`src/scc_pkg.sv`:
```
// Types, widths and series coefficients for the sine/cosine pipeline.
`default_nettype none
package scc_pkg;

  localparam int ANGLE_W = 32;
  localparam int VALUE_W = 24;
  localparam int W_W     = 32;  // w and z, Q2.30
  localparam int T_W     = 34;  // Chebyshev terms, Q2.30 with headroom
  localparam int P_W     = 36;  // series sum, Q.32
  localparam int NTERMS  = 5;

  // 1/(2*pi) as Q0.32.
  localparam logic signed [30:0] INV_TWO_PI = 31'sd683565276;
  localparam logic signed [W_W-1:0] ONE_Q30 = 32'sd1073741824;
  // Constant term of the series, Q.32.
  localparam logic signed [P_W-1:0] COEF0 = 36'sd5481576402;

  typedef struct packed {
    logic                  vld;
    logic signed [W_W-1:0] w;
    logic signed [W_W-1:0] z;
    logic signed [T_W-1:0] t_prev;
    logic signed [T_W-1:0] t_cur;
    logic signed [P_W-1:0] p;
  } series_t;

  // Twice the k-th series coefficient, Q.32.
  function automatic logic signed [W_W-1:0] term_coef(input logic [2:0] k);
    logic signed [W_W-1:0] c;
    case (k)
      3'd1:    c = -32'sd1225189114;
      3'd2:    c = 32'sd39161581;
      3'd3:    c = -32'sd586641;
      3'd4:    c = 32'sd5085;
      3'd5:    c = -32'sd26;
      default: c = '0;
    endcase
    return c;
  endfunction

endpackage
`default_nettype wire

```
`src/scc_back.sv`:
```
// Back end: w times the series sum, rounded to Q1.22 and saturated.
`default_nettype none
module scc_back (
  input  logic                                 clk,
  input  logic                                 rst,
  input  scc_pkg::series_t                     in_s,
  output logic                                 done,
  output logic signed [scc_pkg::VALUE_W-1:0]   value
);

  logic signed [scc_pkg::W_W-1:0] w_in;
  logic signed [33:0]             p_in;

  // The sum stays positive and below 2^33, so 34 signed bits carry it.
  assign w_in = in_s.w;
  assign p_in = in_s.p[33:0];

  logic                m_vld;
  logic signed [65:0]  m_prod;

  always_ff @(posedge clk) begin
    if (rst) begin
      m_vld <= 1'b0;
    end else begin
      m_vld <= in_s.vld;
    end
  end

  always_ff @(posedge clk) begin
    m_prod <= w_in * p_in;
  end

  logic signed [65:0]  vsum;
  logic signed [25:0]  v;
  logic signed [25:0]  v_sat;

  assign vsum = m_prod + 66'sd549755813888;
  assign v    = vsum[65:40];

  always_comb begin
    if (v > 26'sd4194304) begin
      v_sat = 26'sd4194304;
    end else if (v < -26'sd4194304) begin
      v_sat = -26'sd4194304;
    end else begin
      v_sat = v;
    end
  end

  always_ff @(posedge clk) begin
    if (rst) begin
      done <= 1'b0;
    end else begin
      done <= m_vld;
    end
  end

  always_ff @(posedge clk) begin
    value <= v_sat[scc_pkg::VALUE_W-1:0];
  end

endmodule
`default_nettype wire

```
`config.mk`:
```
export PLATFORM = sky130hd
export DESIGN_NAME = scc_back
export DESIGN_NICKNAME = d
export VERILOG_FILES = /design/src/scc_pkg.sv /design/src/scc_back.sv
export SDC_FILE = /design/constraint.sdc
export NUM_CORES = 2
export LEC_CHECK = 0
export ABC_CLOCK_PERIOD_IN_PS = 20500
export BUFFER_PORTS_ARGS = -buffer_cell sky130_fd_sc_hd__buf_2
export CAP_MARGIN = 20
export CORE_ASPECT_RATIO = 1.4
export CORE_MARGIN = 2
export CORE_UTILIZATION = 40
export DETAILED_ROUTE_END_ITERATION = 8
export PLACE_DENSITY = 0.62
export SKIP_LAST_GASP = 1
export SLEW_MARGIN = 30
export SYNTH_ARGS = -nofsm -noshare
export SYNTH_HDL_FRONTEND = slang
export SYNTH_SLANG_ARGS = --single-unit
```
`constraint.sdc`:
```
create_clock -name clk -period 20.5 [get_ports clk]
set_clock_uncertainty 0.05 [all_clocks]
set_input_delay 2.05 -clock clk [delete_from_list [all_inputs] [get_ports clk]]
set_output_delay 2.05 -clock clk [all_outputs]
set_load 0.005 [all_outputs]
```
==> results.json <==
{
  "outcome": "completed",
  "drive_gt1_frac": 0.0376,
  "synth_area_mm2": 0.0390,
  "syn_avg_cell_area_um2": 9.48,
  "grt.total_usage": 0.219,
  "max_freq_mhz": 94.2,
  "ant_nets": 0,
  "post_cts_buffers": 0,
  "critPathRequiredTime_ns": 20.64,
  "worst-path-stages": 27,
  "syn2layout_area_growth_pct": 4.04,
  "wire_per_inst_um": 19.1,
  "hold_path.class": "flop to flop",
  "cts.clk_slew.worst_paths_ns": 0.07,
  "rsz0062_at_grt": "no",
  "num_rows": 135,
  "yosys.cell_types.count": 62,
  "synth.area.top_cells": "fa_1 (59%), inv_1 (9.8%), and2_1 (8.7%), ha_1 (5.9%), nand2_1 (5.3%)",
  "htree_levels": 2,
  "drtIter0Drc": 1102,
  "core_mm2": 0.0968,
  "crit_fanout": 34,
  "synthCells": 4114,
  "yosys.area.top_type": "fa_1",
  "final_max_slew_viol_count": 0,
  "routed_wl_um": 102000,
  "drt_pass1_iterations": 5,
  "vias_per_cell": 5.08,
  "grt_max_degree": 35,
  "hold_violations": 0,
  "initial_utilization": 0.403,
  "ys_seq_area_frac": 0.0272,
  "fin_crit_ns": 10.62,
  "place_inst": 5313,
  "synth.top_cell.area_share": 0.586,
  "clockBufferDepth": 2,
  "synth_compound_area_frac": 0.0238,
  "reg2reg_depth": 10,
  "cp_data_arrival_time_ns": 10.76,
  "die_w_um": 268,
  "vias": 27100,
  "holdPathStages": 1,
  "cp_top_family": "adder cells",
  "synth_warnings": 0,
  "cp-start-kind": "input pin",
  "grt_overflow": 0,
  "cp-end-kind": "flop",
  "clkSinkCount": 53,
  "fin_cells": 5329,
  "synth_edf_count": 0,
  "setup_tns_ns": 0,
  "finalWeightedCongestion": 0.846,
  "synth_most_common_cell": "fa_1",
  "die-area_mm2": 0.100,
  "postCtsHoldBufs": 0,
  "synthMuxAreaShare": 0.000577,
  "synthAdderAreaFrac": 0.645,
  "cts_buffers": 5,
  "ctsResizeCount": 0,
  "slew_headroom": 0.317,
  "synth_commonest_cells": "fa_1 (1141), inv_1 (1016), nand2_1 (555)",
  "critical_path_class": "input pin to flop",
  "io-pin-count": 196,
  "max_stage_delay_ns": 0.86,
  "drc_errors": 0,
  "cts-root-buf": "clkbuf_16",
  "synthArstFlopShare": 0,
  "maxCapViolations": 0,
  "die_y_um": 373,
  "synth-seq-cells": 53,
  "synth_ff_type": "dfxtp_1",
  "hpwlAfterDp_um": 79000,
  "slowest_stage": "fa_1",
  "synth.net_count": 5611,
  "cp_num_buf_inv": 8,
  "synth_top_family_by_area": "adder cells",
  "crit_top_cell": "fa_1",
  "finalSetupViolations": 0,
  "synth-xor-area-share": 0.0146,
  "grt_pass1_vias": 31300,
  "r2r_setup_slack_ns": 17.25,
  "tightestPinTransition_ns": 1.02,
  "grt_pass1_wl_um": 171000,
  "fin_crit_sh": 0.518,
  "synth_simple_gate_area_frac": 0.170,
  "tritoncts": "done",
  "num-nets-final": 5516,
  "antenna_found_initial": 13,
  "insertion_delay_ns": 0.30,
  "port_buffers": 93
}
[placed cells by master (no fill, tap or decap), types with 22 or more instances in the layout]
cell type	instances
fa_1	1141
o21ai_0	28
dfxtp_1	53
nand2_1	555
ha_1	185
buf_2	91
buf_4	23
a21oi_1	56
nor2_1	62
inv_1	1016
and2_1	543
nand3_1	22
xor2_1	31
xnor2_1	34
[per-stage QoR]
| stage | instance area, µm² | setup WS (ns) | hold slack [ns] | utilization |
|---|---|---|---|---|
| after floorplan | 39000 | 11.11 | 0.364 | - |
| after global placement | 40400 | 9.66 | 0.371 | 0.418 |
| after detailed placement | 40400 | 9.53 | 0.388 | 0.418 |
| after CTS | 40600 | 9.82 | 0.403 | 0.419 |
| after global routing | 40600 | 9.32 | 0.419 | 0.419 |
| final | 40600 | 9.88 | 0.400 | 0.419 |
[layout make-up]
class                      count  area, µm²
fill                        9579      56200
tap                         1301       1630
clock buffer                   6        129
clock inverter                 2       10.0
antenna                        8       20.0
sequential                    53       1060
timing repair buffer         114        628
multi-input combinational   2829      33300
inverter                    1016       3810
[flip-flops by register name (all words and copies together), names as in the netlist]
signal	count
m_prod	27
value	24
done	1
m_vld	1
[per-layer routing]
layer | vias up | wire length [µm] | GRT usage
met4 | 12 | 4280 | 0.0803
met3 | 275 | 3960 | 0.0183
met2 | 681 | 55600 | 0.409
met1 | 14600 | 37900 | 0.258
li1 | 11500 | - | -
met5 | - | 69 | 0
[kinds of logic after synthesis]
kind of cell,count (synthesis)
fa+ha+maj,1326
compound gates,149
simple gates,1287
buf+inv,1232
flops,53
mux,2
xor+xnor,65
[path summary, 6_finish.rpt]
kind / start / endpoint
max: in_s[142] / m_prod[62]
min: m_vld / done
max reg2reg: m_prod[39] / value[10]
min reg2reg: m_vld / done
Power is left out: the tool's default activity adds up to more than one toggle a clock period on the data nets, which glitch-free logic cannot reach.
