`config.mk`:
```
export PLATFORM = sky130hd
export DESIGN_NAME = scc_front
export DESIGN_NICKNAME = d
export VERILOG_FILES = /design/src/scc_pkg.sv /design/src/scc_front.sv
export SDC_FILE = /design/constraint.sdc
export NUM_CORES = 2
export LEC_CHECK = 0
export BUFFER_PORTS_ARGS = -buffer_cell sky130_fd_sc_hd__buf_4
export CORE_MARGIN = 1
export CORE_UTILIZATION = 28
export CTS_BUF_LIST = sky130_fd_sc_hd__clkbuf_4 sky130_fd_sc_hd__clkbuf_8 sky130_fd_sc_hd__clkbuf_16
export DETAILED_ROUTE_END_ITERATION = 8
export GPL_TIMING_DRIVEN = 0
export HOLD_SLACK_MARGIN = 0.08
export PLACE_DENSITY = 0.45
export SLEW_MARGIN = 20
export SYNTH_ARGS = -nofsm -noshare
export SYNTH_HDL_FRONTEND = slang
export SYNTH_SLANG_ARGS = --single-unit
```
`constraint.sdc`:
```
create_clock -name clk -period 21.3 [get_ports clk]
set_input_delay 2.13 -clock clk [delete_from_list [all_inputs] [get_ports clk]]
set_output_delay 2.13 -clock clk [all_outputs]
set_load 0.01 [all_outputs]
```
`src/scc_pkg.sv`:
```
// Types, widths and series coefficients for the sine/cosine pipeline.
`default_nettype none
package scc_pkg;

  localparam int ANGLE_W = 32;
  localparam int VALUE_W = 24;
  localparam int W_W     = 32;  // w and z, Q2.30
  localparam int T_W     = 34;  // Chebyshev terms, Q2.30 with headroom
  localparam int P_W     = 36;  // series sum, Q.32
  localparam int NTERMS  = 5;

  // 1/(2*pi) as Q0.32.
  localparam logic signed [30:0] INV_TWO_PI = 31'sd683565276;
  localparam logic signed [W_W-1:0] ONE_Q30 = 32'sd1073741824;
  // Constant term of the series, Q.32.
  localparam logic signed [P_W-1:0] COEF0 = 36'sd5481576402;

  typedef struct packed {
    logic                  vld;
    logic signed [W_W-1:0] w;
    logic signed [W_W-1:0] z;
    logic signed [T_W-1:0] t_prev;
    logic signed [T_W-1:0] t_cur;
    logic signed [P_W-1:0] p;
  } series_t;

  // Twice the k-th series coefficient, Q.32.
  function automatic logic signed [W_W-1:0] term_coef(input logic [2:0] k);
    logic signed [W_W-1:0] c;
    case (k)
      3'd1:    c = -32'sd1225189114;
      3'd2:    c = 32'sd39161581;
      3'd3:    c = -32'sd586641;
      3'd4:    c = 32'sd5085;
      3'd5:    c = -32'sd26;
      default: c = '0;
    endcase
    return c;
  endfunction

endpackage
`default_nettype wire

```
`src/scc_front.sv`:
```
// Front end: angle to turns, fraction and fold, then z = 2*w*w - 1.
`default_nettype none
module scc_front (
  input  logic                                clk,
  input  logic                                rst,
  input  logic                                start,
  input  logic signed [scc_pkg::ANGLE_W-1:0]  angle,
  input  logic                                req_type,
  output scc_pkg::series_t                    out_s
);

  // Stage 1: angle times 1/(2*pi).
  logic                s1_vld;
  logic                s1_cos;
  logic signed [62:0]  s1_prod;

  always_ff @(posedge clk) begin
    if (rst) begin
      s1_vld <= 1'b0;
    end else begin
      s1_vld <= start;
    end
  end

  always_ff @(posedge clk) begin
    s1_cos  <= req_type;
    s1_prod <= angle * scc_pkg::INV_TWO_PI;
  end

  // Stage 2: round to Q.32 turns, add a quarter turn for cosine.
  logic                s2_vld;
  logic signed [39:0]  s2_turns;
  logic signed [62:0]  tsum;
  logic signed [38:0]  t_base;

  assign tsum   = s1_prod + 63'sd8388608;
  assign t_base = tsum[62:24];

  always_ff @(posedge clk) begin
    if (rst) begin
      s2_vld <= 1'b0;
    end else begin
      s2_vld <= s1_vld;
    end
  end

  always_ff @(posedge clk) begin
    s2_turns <= {t_base[38], t_base} + (s1_cos ? 40'sd1073741824 : 40'sd0);
  end

  // Stage 3: keep the fraction and fold it into [-1, 1] in Q2.30.
  // An exact half turn reads as -0.5 here and folds to zero, which is
  // the same answer that +0.5 would give.
  logic                    s3_vld;
  logic signed [scc_pkg::W_W-1:0] s3_w;
  logic signed [32:0]      y;
  logic signed [32:0]      w_fold;

  assign y = {s2_turns[31], s2_turns[31:0]};

  always_comb begin
    if (y > 33'sd1073741824) begin
      w_fold = 33'sd2147483648 - y;
    end else if (y < -33'sd1073741824) begin
      w_fold = -33'sd2147483648 - y;
    end else begin
      w_fold = y;
    end
  end

  always_ff @(posedge clk) begin
    if (rst) begin
      s3_vld <= 1'b0;
    end else begin
      s3_vld <= s2_vld;
    end
  end

  always_ff @(posedge clk) begin
    s3_w <= w_fold[31:0];
  end

  // Stage 4: square of w.
  logic                    s4_vld;
  logic signed [scc_pkg::W_W-1:0] s4_w;
  logic signed [63:0]      s4_ww;

  always_ff @(posedge clk) begin
    if (rst) begin
      s4_vld <= 1'b0;
    end else begin
      s4_vld <= s3_vld;
    end
  end

  always_ff @(posedge clk) begin
    s4_w  <= s3_w;
    s4_ww <= s3_w * s3_w;
  end

  // Stage 5: z = 2*round(w*w) - 1.
  logic                    s5_vld;
  logic signed [scc_pkg::W_W-1:0] s5_w;
  logic signed [scc_pkg::W_W-1:0] s5_z;
  logic signed [63:0]      wsum;
  logic signed [33:0]      wr;
  logic signed [33:0]      z_full;

  assign wsum   = s4_ww + 64'sd536870912;
  assign wr     = wsum[63:30];
  assign z_full = {wr[32:0], 1'b0} - 34'sd1073741824;

  always_ff @(posedge clk) begin
    if (rst) begin
      s5_vld <= 1'b0;
    end else begin
      s5_vld <= s4_vld;
    end
  end

  always_ff @(posedge clk) begin
    s5_w <= s4_w;
    s5_z <= z_full[31:0];
  end

  always_comb begin
    out_s.vld    = s5_vld;
    out_s.w      = s5_w;
    out_s.z      = s5_z;
    out_s.t_prev = {{(scc_pkg::T_W - scc_pkg::W_W){scc_pkg::ONE_Q30[scc_pkg::W_W-1]}},
                    scc_pkg::ONE_Q30};
    out_s.t_cur  = {{(scc_pkg::T_W - scc_pkg::W_W){s5_z[scc_pkg::W_W-1]}}, s5_z};
    out_s.p      = scc_pkg::COEF0;
  end

endmodule
`default_nettype wire

```
==> results.toml <==
[global_routing]
antenna_violations_before_repair = 4
globalRouteTotalUtil_pct = 17.2
gr-total-overflow = 0
grt_pass1_wl_mm = 245
grt_pass1_vias = 38763
grt_start_max_net_pins = 60

[route]
routed_wire_length_per_instance_um = 19.9
detail_route.iter0.violations = 2001
wl_met3_mm = 8.26
pre_antenna_drt_iters = 6
drc_errors = 0
routed_via_density = 4.25
met1Wirelength_mm = 68.9
vias = 34488
top_signal_layer_used = "met5"
wl_met2_mm = 79.6
route.final.wire_length_mm = 162
final_antenna_net_count = 0

[final_layout]
layout_commonest_cell = "sky130_fd_sc_hd__inv_1"
final.fill_count = 20117
share_of_cells_above_drive_strength_1_pct = 5.90
sequential_cell_area_um2 = 4610
post-route-util_pct = 31.1
layout.cells.most_common_list = "1,710 x sky130_fd_sc_hd__inv_1, 1,383 x sky130_fd_sc_hd__fa_1, 481 x sky130_fd_sc_hd__ha_1, 374 x sky130_fd_sc_hd__nand2_1, 237 x sky130_fd_sc_hd__buf_4"
layout.nets = 7485
multi_input_comb_area_um2 = 41600
synthToLayoutAreaGrowth_pct = 10.2
final-instance-count-excl-fill = 8122

[flow_run]
max_cap_viol_count = 0

[min_path]
worst_hold_startpoint = "s4_w[15]"
min_path_cells = 0
worst_hold_path.endpoint = "s5_w[15]"
hp-class = "flip-flop to flip-flop"

[logic_synthesis]
synth_enable_flop_cells = 0
synth_sequential_area_ratio_pct = 8.59
netlist_area_um2 = 53600
netlist.area_leader.share_pct = 51.7
post_synth.cell_area_avg_um2 = 10.0
post_synth_main_area_contributors = "sky130_fd_sc_hd__fa_1 52%, sky130_fd_sc_hd__inv_1 12%, sky130_fd_sc_hd__ha_1 11%"
async_s_r_ff_share_synth_pct = 0
yosys_most_used_dff = "sky130_fd_sc_hd__dfxtp_1"
post-synth-top-area-cell = "sky130_fd_sc_hd__fa_1"
synth_seq_cells = 230
synthesis.instances = 5350
synth_warnings = 0
ys_types = 63

[sta]
clock-skew-final_ps = 85.4
worst_slack_ps = 9990
timing.final.hold_violations = 0
timing.setup.tns_ps = 0
max_clock_freq_mhz = 88.4
maxSlewHeadroom_pct = 15.9
final.period_utilization_pct = 53.1
worst_pin_slew_ps = 1260
setup_violations = 0
max_slew_violation_count = 0
post_layout_min_period_ps = 11310
setup_repair_after_global_routing_missed_its_margin = "no"

[place]
place_hpwl_mm = 137
dpl.cell_count = 8065
port-buffer-count = 132
pre_cts_slack_ps = 10120
gpl_wtd_cong = 0.960

[status]
run_status = "finished, final reports clean"

[clock_network]
clock_tree_from_tritoncts = "built"
number_of_buffers_inserted_during_clock_tree_synthesis = 28
post_cts_resized = 0
cts_hold_repair.buffers = 0
clkSinkCount = 230
cts.repair_timing.setup_buffer_count = 0
clockBufferDepth = 3
cts_root_buffer = "sky130_fd_sc_hd__clkbuf_16"
worst_skew_pair.late_latency_ps = 670
cts_max_level = 1
clk_pin_slew_ps = 70

[worst_setup_path]
crit_path_max_fanout = 10
worstSetupPathType = "flip-flop to flip-flop"
crit_arrival_ps = 11790
regToRegSetupSlack_ps = 9990
critPathLaunchType = "flip-flop"
timing.critical_path.required_ps = 21770
worst_setup_path_end_kind = "flip-flop"
critical_path.reg2reg.endpoint = "s4_ww[55]"
logic_depth_of_the_worst_register_to_register_path = 27
r2r_start = "s3_w[10]"

[die]
core_region_area_um2 = 190000
initial_util_pct = 28.2
fp-row-count = 160
ioPinCount = 205
die_w_um = 440
die_h_um = 440
die_area_um2 = 193000
## worst max-delay path, stage by stage (launching register included)
cell	delay, ps
sky130_fd_sc_hd__dfxtp_1	880
sky130_fd_sc_hd__buf_1	800
sky130_fd_sc_hd__clkbuf_1	850
sky130_fd_sc_hd__nand2_1	270
sky130_fd_sc_hd__fa_1	570
sky130_fd_sc_hd__fa_1	520
sky130_fd_sc_hd__inv_1	60
sky130_fd_sc_hd__fa_1	490
sky130_fd_sc_hd__inv_1	50
sky130_fd_sc_hd__fa_1	530
sky130_fd_sc_hd__inv_1	40
sky130_fd_sc_hd__ha_1	260
sky130_fd_sc_hd__ha_1	270
sky130_fd_sc_hd__inv_1	50
sky130_fd_sc_hd__fa_1	400
sky130_fd_sc_hd__fa_1	520
sky130_fd_sc_hd__inv_1	40
sky130_fd_sc_hd__ha_1	200
sky130_fd_sc_hd__a211oi_1	400
sky130_fd_sc_hd__o21ai_0	270
sky130_fd_sc_hd__o21ai_0	950
sky130_fd_sc_hd__o211ai_1	360
sky130_fd_sc_hd__and2_1	310
sky130_fd_sc_hd__a311oi_1	470
sky130_fd_sc_hd__o21ai_0	430
sky130_fd_sc_hd__a211oi_1	690
sky130_fd_sc_hd__o21ai_0	210
sky130_fd_sc_hd__xor2_1	180
## metrics by stage
step	area (um2)	hold slack [ps]
5_1_grt	59100	327
2_1_floorplan	53900	310
6_report	59100	324
3_3_place_gp	58000	313
3_5_place_dp	58100	312
4_1_cts	59100	323
## cells by family (layout without fill, tap and decap cells)
logic type	count (synthesis)	after routing	share of synthesized area, %
other	2	77	0.0140
DFF	230	230	8.59
muxes	4	4	0.0817
and+or+nand+nor	829	829	7.47
AOI/OAI and AO/OA	277	277	3.20
adders and majority gates	1865	1865	62.9
buffers and inverters	1931	2117	14.3
xor gates and xnor gates	212	212	3.46
## Yosys cell counts (65+ instances only)
| cell | count |
|---|---|
| sky130_fd_sc_hd__inv_1 | 1710 |
| sky130_fd_sc_hd__fa_1 | 1384 |
| sky130_fd_sc_hd__ha_1 | 481 |
| sky130_fd_sc_hd__nand2_1 | 374 |
| sky130_fd_sc_hd__dfxtp_1 | 230 |
| sky130_fd_sc_hd__and2_1 | 174 |
| sky130_fd_sc_hd__xnor2_1 | 156 |
| sky130_fd_sc_hd__nor2_1 | 109 |
| sky130_fd_sc_hd__buf_4 | 106 |
| sky130_fd_sc_hd__clkbuf_1 | 102 |
| sky130_fd_sc_hd__a21oi_1 | 91 |
| sky130_fd_sc_hd__o21ai_0 | 65 |
## per-layer routing
metal  up-vias  global-route usage, %
li1      15613                      -
met1     17892                   22.2
met2       798                   30.0
met3       183                   2.35
met4         2                   4.62
met5         -                  0.447
## area by class of cell
class / count / share of cell area, %
multi-input combinational: 3259 / 70.5
inverter: 1718 / 10.9
sequential: 230 / 7.80
tap: 2511 / 5.32
buffer: 213 / 2.05
timing repair buffer: 134 / 1.74
clock buffer: 32 / 1.25
clock inverter: 20 / 0.443
antenna: 5 / 0.0212
## flip-flops by register name, indices dropped and copies added, names as in the netlist, 31 cells and up
name      cells
s3_w         32
s2_turns     32
s4_ww        33
s1_prod      33
s4_w         31
s5_z         31
s5_w         32
## worst max-delay path by stage
stage / from / to / slack, ps / depth (start not counted)
2_1_floorplan: angle[12] / s1_prod[55] / 13190 / 23
3_3_place_gp: s3_w[10] / s4_ww[55] / 8970 / 27
3_5_place_dp: s3_w[10] / s4_ww[55] / 10120 / 27
4_1_cts: s3_w[10] / s4_ww[55] / 10010 / 27
5_1_grt: s3_w[10] / s4_ww[55] / 9690 / 27
6_report: s3_w[10] / s4_ww[55] / 9990 / 27
Power is left out: the tool's default activity adds up to more than one toggle a clock period on the data nets, which glitch-free logic cannot reach.
